<file path="src/rtl/shi_pkg.sv">
// shared types, constants and helpers of the slew-limited homing integrator
// no dependencies
package shi_pkg;

	localparam int NUM_W = 55;   // dividend width: 32-bit offset times 23-bit speed
	localparam int CNT_W = 6;    // divider step counter
	localparam int DEN_W = 32;

	localparam logic [1:0] KIND_TICK     = 2'd0;
	localparam logic [1:0] KIND_LOAD_POS = 2'd1;
	localparam logic [1:0] KIND_LOAD_VEL = 2'd2;
	localparam logic [1:0] KIND_NONE     = 2'd3;

	localparam logic [2:0] REG_HOMING  = 3'd0;
	localparam logic [2:0] REG_MAXSPD  = 3'd1;
	localparam logic [2:0] REG_MAXCHG  = 3'd2;
	localparam logic [2:0] REG_STOPRNG = 3'd3;
	localparam logic [2:0] REG_ACCX    = 3'd4;
	localparam logic [2:0] REG_ACCY    = 3'd5;
	localparam logic [2:0] REG_ACCZ    = 3'd6;
	localparam logic [2:0] REG_VLIM    = 3'd7;

	typedef struct packed {
		logic cap_d;
		logic load_pos;
		logic load_vel;
		logic div1;
		logic cap_q;
		logic div2;
		logic steer;
		logic homing;
		logic vel;
		logic pos;
	} ctl_t;

	function automatic logic signed [23:0] clamp_v(input logic signed [33:0] x,
		input logic [22:0] lim);
		logic signed [33:0] l;
		logic signed [33:0] r;
		l = $signed({11'd0, lim});
		if (x > l) begin
			r = l;
		end else if (x < -l) begin
			r = -l;
		end else begin
			r = x;
		end
		return r[23:0];
	endfunction

endpackage

</file>
<file path="src/rtl/shi_div.sv">
// restoring divider, one quotient bit per cycle
// depends on shi_pkg
module shi_div (
	input  logic                      clk,
	input  logic                      arst_n,
	input  logic                      start,
	input  logic [shi_pkg::NUM_W-1:0] num,
	input  logic [shi_pkg::DEN_W-1:0] den,
	output logic [shi_pkg::NUM_W-1:0] quo,
	output logic                      done
);
	import shi_pkg::*;

	logic [NUM_W-1:0] num_q;
	logic [DEN_W-1:0] den_q;
	logic [DEN_W-1:0] rem_q;
	logic [CNT_W-1:0] cnt_q;
	logic             done_q;
	logic [DEN_W:0]   rem_t;
	logic [DEN_W:0]   diff;
	logic             ge;

	assign rem_t = {rem_q, num_q[NUM_W-1]};
	assign diff  = rem_t - {1'b0, den_q};
	assign ge    = rem_t >= {1'b0, den_q};

	always_ff @(posedge clk or negedge arst_n) begin
		if (!arst_n) begin
			cnt_q  <= '0;
			done_q <= 1'b0;
		end else if (start) begin
			cnt_q  <= CNT_W'(NUM_W);
			done_q <= 1'b0;
		end else if (cnt_q != '0) begin
			cnt_q <= cnt_q - 1'b1;
			if (cnt_q == CNT_W'(1)) begin
				done_q <= 1'b1;
			end
		end
	end

	always_ff @(posedge clk) begin
		if (start) begin
			num_q <= num;
			den_q <= den;
			rem_q <= '0;
		end else if (cnt_q != '0) begin
			num_q <= {num_q[NUM_W-2:0], ge};
			rem_q <= ge ? diff[DEN_W-1:0] : rem_t[DEN_W-1:0];
		end
	end

	assign quo  = num_q;
	assign done = done_q;
endmodule

</file>
<file path="src/rtl/shi_lane.sv">
// one axis: position and velocity state, homing steer, integrate
// depends on shi_pkg and shi_div
module shi_lane (
	input  logic                clk,
	input  logic                arst_n,
	input  shi_pkg::ctl_t       ctl,
	input  logic signed [31:0]  target,
	input  logic signed [31:0]  load,
	input  logic signed [23:0]  accel,
	input  logic [22:0]         max_speed,
	input  logic [22:0]         max_speed_change,
	input  logic [23:0]         stop_eff,
	input  logic [22:0]         velocity_limit,
	input  logic [31:0]         max_mag,
	output logic [31:0]         dmag,
	output logic [31:0]         pos,
	output logic signed [23:0]  vel,
	output logic                div_done
);
	import shi_pkg::*;

	logic [31:0]        pos_q;
	logic signed [23:0] vel_q;
	logic               dneg_q;
	logic [31:0]        dmag_q;
	logic signed [25:0] vs_q;
	logic [31:0]        d;
	logic [NUM_W-1:0]   num;
	logic [DEN_W-1:0]   den;
	logic [NUM_W-1:0]   quo;
	logic signed [48:0] w;
	logic signed [48:0] lo;
	logic signed [48:0] hi;
	logic signed [26:0] t;

	assign d   = target - pos_q;
	assign num = NUM_W'(dmag_q) * NUM_W'(max_speed);
	assign den = ctl.div1 ? max_mag : {8'd0, stop_eff};

	shi_div u_div (
		.clk   (clk),
		.arst_n(arst_n),
		.start (ctl.div1 | ctl.div2),
		.num   (num),
		.den   (den),
		.quo   (quo),
		.done  (div_done)
	);

	always_comb begin
		w  = $signed({2'b00, quo[46:0]});
		if (dneg_q) begin
			w = -w;
		end
		lo = 49'(vel_q) - $signed({26'd0, max_speed_change});
		hi = 49'(vel_q) + $signed({26'd0, max_speed_change});
		t  = 27'(vs_q) + 27'(accel);
	end

	always_ff @(posedge clk or negedge arst_n) begin
		if (!arst_n) begin
			pos_q <= '0;
			vel_q <= '0;
		end else begin
			if (ctl.load_pos) begin
				pos_q <= load;
			end
			if (ctl.load_vel) begin
				vel_q <= clamp_v(34'(load), velocity_limit);
			end
			if (ctl.vel) begin
				vel_q <= clamp_v(34'(t), velocity_limit);
			end
			if (ctl.pos) begin
				pos_q <= pos_q + 32'(vel_q);
			end
		end
	end

	always_ff @(posedge clk) begin
		if (ctl.cap_d) begin
			dneg_q <= d[31];
			dmag_q <= d[31] ? (~d + 32'd1) : d;
		end
		if (ctl.cap_q) begin
			dmag_q <= quo[31:0];
		end
		if (ctl.steer) begin
			if (!ctl.homing) begin
				vs_q <= 26'(vel_q);
			end else if (w < lo) begin
				vs_q <= lo[25:0];
			end else if (w > hi) begin
				vs_q <= hi[25:0];
			end else begin
				vs_q <= w[25:0];
			end
		end
	end

	assign dmag = dmag_q;
	assign pos  = pos_q;
	assign vel  = vel_q;
endmodule

</file>
<file path="config.mk">
export PLATFORM = sky130hd
export DESIGN_NAME = shi_lane
export DESIGN_NICKNAME = d
export VERILOG_FILES = /design/src/rtl/shi_pkg.sv /design/src/rtl/shi_div.sv /design/src/rtl/shi_lane.sv
export SDC_FILE = /design/constraint.sdc
export NUM_CORES = 2
export LEC_CHECK = 0
export BUFFER_PORTS_ARGS = -buffer_cell sky130_fd_sc_hd__buf_2
export CORE_MARGIN = 3
export CORE_UTILIZATION = 45
export DETAILED_ROUTE_END_ITERATION = 6
export PLACE_DENSITY = 0.69
export SLEW_MARGIN = 5
export SYNTH_ARGS = -nofsm -noshare
export SYNTH_HDL_FRONTEND = slang
export SYNTH_SLANG_ARGS = --single-unit
</file>
<file path="constraint.sdc">
create_clock -name clk -period 8.76 [get_ports clk]
set_input_delay 0.438 -clock clk [delete_from_list [all_inputs] [get_ports clk]]
set_output_delay 0.438 -clock clk [all_outputs]
set_load 0.05 [all_outputs]
</file>
# == Yosys cells after proc, flatten, opt, wreduce, memory -nomap -nowiden ==
# Index checks and enable logic that the tools add are counted.
# word_totals
wordCells,63
input_bits,225
output_inout_bits,89
reg_bits,241
# classes
n_addsub,10
n_reduce_logical,7
order_cmp,7
multipliers,1
muxes,24
n_bitwise,2
eq_ne,1
# op_table
cell,n
$mux 32,6
$mux 24,7
$mux 55,2
$mux 26,3
$sub 32x32->32,2
$mul 32x23->55,1
$gt 49x25->1,1
$lt 49x25->1,1
$mux 49,1
$neg 47->49,1
$lt 27x34->1,1
$lt 32x34->1,1
$neg 23->34,1
$ge 33x32->1,1
$add 32x1->32 const B,1
$add 32x32->32,1
$gt 32x24->1,1
$not 32->32,1
$add 26x24->27,1
$gt 27x24->1,1
$add 24x24->25,1
$sub 24x24->25,1
$mux 6,2
$reduce_bool 2->1,5
6 further kinds,8

# == Depth between registers and ports, before layout ==
# logic_depth
ltp_word,6
mapped_depth,27
ltp_nobuf,26

# == Modules after synthesis ==
# From an unflattened synthesis, not the netlist that was laid out.
# unflattened
hier_cells,5957
hier_area_um2,51156.6
# modules_own_cells
mod,seq_area_each_um2,cells_each,area_per_inst_um2,instances
shi_lane,3173.0,5290,44104.8,1
shi_div,3428.3,667,7051.8,1

# == Worst setup path before layout ==
# Ideal clock, no wire load.
# synth_path
path_kind,reg2reg
from,"register dmag_q[5], in the netlist dmag[5]"
to,"register u_div.num_q[50], in the netlist u_div.quo[50] (data pin)"
arrival_ns,7.010
t_required_ns,8.442
synth_period_minus_slack_ns,7.328
path_stages_with_launch,25
slack_ns,1.432
setup_time_ns,0.318
n_path_buf,2
path_cell_list,edfxtp_1 -> clkbuf_1 -> nand2_1 -> fa_1 -> inv_1 -> fa_1 -> fa_1 -> fa_1 -> fa_1 -> fa_1 -> inv_1 -> fa_1 -> inv_1 -> ha_1 -> clkbuf_1 -> nand4_1 -> o41ai_1 -> a21oi_1 -> o21ai_0 -> a41o_1 -> a21oi_1 -> o21ai_0 -> a21boi_0 -> xnor2_1 -> a21oi_1
# synth_between
elab_chain_cells,2
# synth_lines
item,line,text
"start, declared",shi_lane.sv:25,logic [31:0] dmag_q;
"start signal, assigned",shi_lane.sv:83,dmag_q <= d[31] ? (~d + 32'd1) : d;
"start signal, assigned",shi_lane.sv:86,dmag_q <= quo[31:0];
$mul 32x23->55,shi_lane.sv:37,assign num = NUM_W'(dmag_q) * NUM_W'(max_speed);
$mux 55,shi_div.sv:43,if (start) begin
"end signal, assigned",shi_div.sv:44,num_q <= num;
"end signal, assigned",shi_div.sv:48,"num_q <= {num_q[NUM_W-2:0], ge};"
"end, declared",shi_div.sv:14,logic [NUM_W-1:0] num_q;
# Every way passes these cells.
# A chain may end at the register's enable or synchronous reset.

# == Final worst setup path ==
# layout_path
from,"register dmag_q[7], in the netlist dmag[7]"
to,"register u_div.num_q[53], in the netlist u_div.quo[53] (data pin)"
# The elaborated chain is that of the path after synthesis.

==> results by group <==
Drt
  – Remaining DRCs: 0
  – DRT Pass-1 Iters: 6
  – DRT Wirelength: 164 mm
  – Vias per inst: 5.81
  – Vias: 44200
  – Post-route ant nets: 0
  – DR iter-0 viols: 3485
  – Wire length per cell: 21.5 µm

Cells and area
  – Sequential Area: 6600 µm²
  – Share of post-route cells with drive strength above 1: 0.0957
  – Area Overhead vs Synth: 8.54%
  – Multi-input gate area: 39900 µm²
  – Nets: 7518
  – Number of fill cells in the layout: 10700

Synthesis
  – XOR/XNOR Fraction of Synth Area: 0.0467
  – Largest family of logic cells by synthesized area: adder cells
  – Syn Nets: 7357
  – Post-synth top area cell: fa_1
  – Post-synth top cells: inv_1 (883), nand2_1 (678), fa_1 (633)
  – Post-synthesis compound-gate area fraction: 0.151
  – Sequential-to-total area share from yosys stat: 0.130
  – Yosys top cell area share: 0.249
  – Simple-gate share of the synthesized area: 0.173
  – EDFF count, synth: 146
  – Share of synthesized registers carrying an async set or reset: 0.261
  – Yosys cell types: 93
  – Flop and latch count out of synthesis: 241
  – Cells after Synth: 5938
  – Synth area leaders: fa_1 (25%), ha_1 (14%), edfxtp_1 (8.6%)
  – Yosys warnings: 0
  – Most common cell in the netlist: inv_1
  – Syn avg cell area: 8.56 µm²
  – Multiplexer share of the synthesized area: 0.0264
  – Top_reg_cell synth: edfxtp_1
  – Synthesized-area fraction occupied by adder cells: 0.387
  – Syn Std Cell Area: 50800 µm²

Critical path
  – Slowest-stage cell, CP: edfxtp_1
  – Crit Reg-Reg Startpoint: dmag[7]
  – Most common cell on crit path: fa_1
  – Crit-path max cell delay: 0.71 ns
  – Crit start category: flip-flop
  – Top cell family by delay on the critical path: adder cells
  – Buf/Inv on CP: 7
  – Crit path DAT: 8.72 ns
  – Critical Path Source: dmag[7]
  – Crit Path Class: flip-flop to flip-flop
  – Nature of the critical path endpoint: flip-flop
  – Max Fanout on Critical Path: 12
  – CP required: 9.07 ns

Place
  – Post-detail-place hpwl: 131 mm
  – IO Port Bufs: 313
  – GP Congestion: 0.978

STA
  – Setup-failing EPs final: 0
  – Tmin final: 8.41 ns
  – Fin Clk Skew: 0.0570 ns
  – Setup TNS: 0 ns
  – Slew Limit Fails: 0
  – Slew @ Worst Pin: 1.14 ns
  – RSZ-0062 raised after global routing: no
  – Fin crit share: 0.960
  – Final Hold Viols: 12
  – Hold_ws: -0.0686 ns
  – Max_slew headroom: 0.242
  – Fmax: 119 MHz

Global route
  – GRT Resource Usage Total: 0.279
  – Antenna violations before repair: 9
  – Global-route wire length before repair: 257 mm
  – Vias in the first global route: 44400
  – GR Overflow Total: 0
  – Largest net degree at the start of global routing: 80

Floorplanning
  – Die ar.: 117000 µm²
  – Count of boundary I/O pins: 314
  – Initial core utilization: 0.456
  – Die Y: 342 µm
  – Die width: 342 µm
  – Core Box Area: 111000 µm²
  – Num rows: 122

Clocking
  – Max H-tree Level: 2
  – Clock transition at path regs: 0.06 ns
  – CTS sink count: 241
  – Root Driver: clkbuf_16
  – PostCTS Resize Cnt: 0
  – Total CTS buffers: 34
  – CTS tree: yes
  – Clk Latency, worst-skew pair: 0.60 ns
  – Clock Path Buffers: 3

Outcome
  – Outcome: finished, violations left
  – Failing checks: negative hold slack

Hold path
  – HP Class: primary input to asynchronous set/reset pin

Run
  – # Max-Cap Violations: 0
[cells in the final DEF, fill, tap and decap left out, types with 135 or more instances in the layout]
cell,count
nand2_1,678
buf_2,312
fa_1,633
inv_1,882
o21ai_0,259
nor2_1,256
xnor2_1,182
ha_1,561
a21oi_1,275
a21o_1,135
edfxtp_1,146
and2_1,341
[metal layers]
layer  vias up  share of wire  global-route usage
met5         -        0.00040                   0
met3       371          0.096              0.0569
met1     21700           0.41               0.381
met2      2008           0.45               0.439
met4        10          0.043               0.103
li1      20200              -                   -
[final timing paths]
path	endpoint	slack (ns)	depth (start not counted)
max in group asynchronous	u_div.cnt_q[2]	8.08	1
min in group clk	u_div.den_q[24]	0.14	2
worst max register to register	u_div.quo[53]	0.35	25
worst min-delay path	vel[19]	-0.07	1
worst max-delay path	u_div.quo[53]	0.35	25
worst min register to register	u_div.done	0.49	2
[through the flow]
stage                     instances   util  setup slack, ns  cell area (µm²)
final                          7616  0.495            0.350            55200
after floorplan                5938      -             1.43            50800
after global routing           7614  0.495           0.0186            55200
after CTS                      7607  0.494            0.359            55100
after global placement         7545  0.484            0.522            53900
after detailed placement       7545  0.484            0.390            53900
[cells by family after synthesis]
family / after synthesis
and+or+nand+nor: 1783
adders and majority gates: 1194
buffers and inverters: 1164
AOI/OAI and AO/OA: 1158
xor gates and xnor gates: 271
DFF: 241
muxes: 127
[area by class of cell]
type / instances / share of cell area
Antenna cell: 3 / 0.000136
Clock buffer: 39 / 0.0158
Clock inverter: 23 / 0.00556
Inverter: 886 / 0.0603
Multi-Input combinational cell: 4533 / 0.723
Sequential cell: 241 / 0.120
Tap cell: 1488 / 0.0338
Timing Repair Buffer: 403 / 0.0415
[state kept, by name (all words and copies together), names as in the netlist]
signal	cells
pos	32
u_div.done	1
u_div.rem_q	32
dneg_q	1
dmag	32
u_div.den_q	32
u_div.cnt_q	6
vs_q	26
u_div.quo	55
vel	24
[repair_timing]
item | CTS | global route
endpoints found under the hold margin | 0 | 0
hold buffers | 0 | 0
endpoints found under the setup margin | 0 | 7
setup buffers | 0 | 6
Power is left out: the tool's default activity adds up to more than one toggle a clock period on the data nets, which glitch-free logic cannot reach.
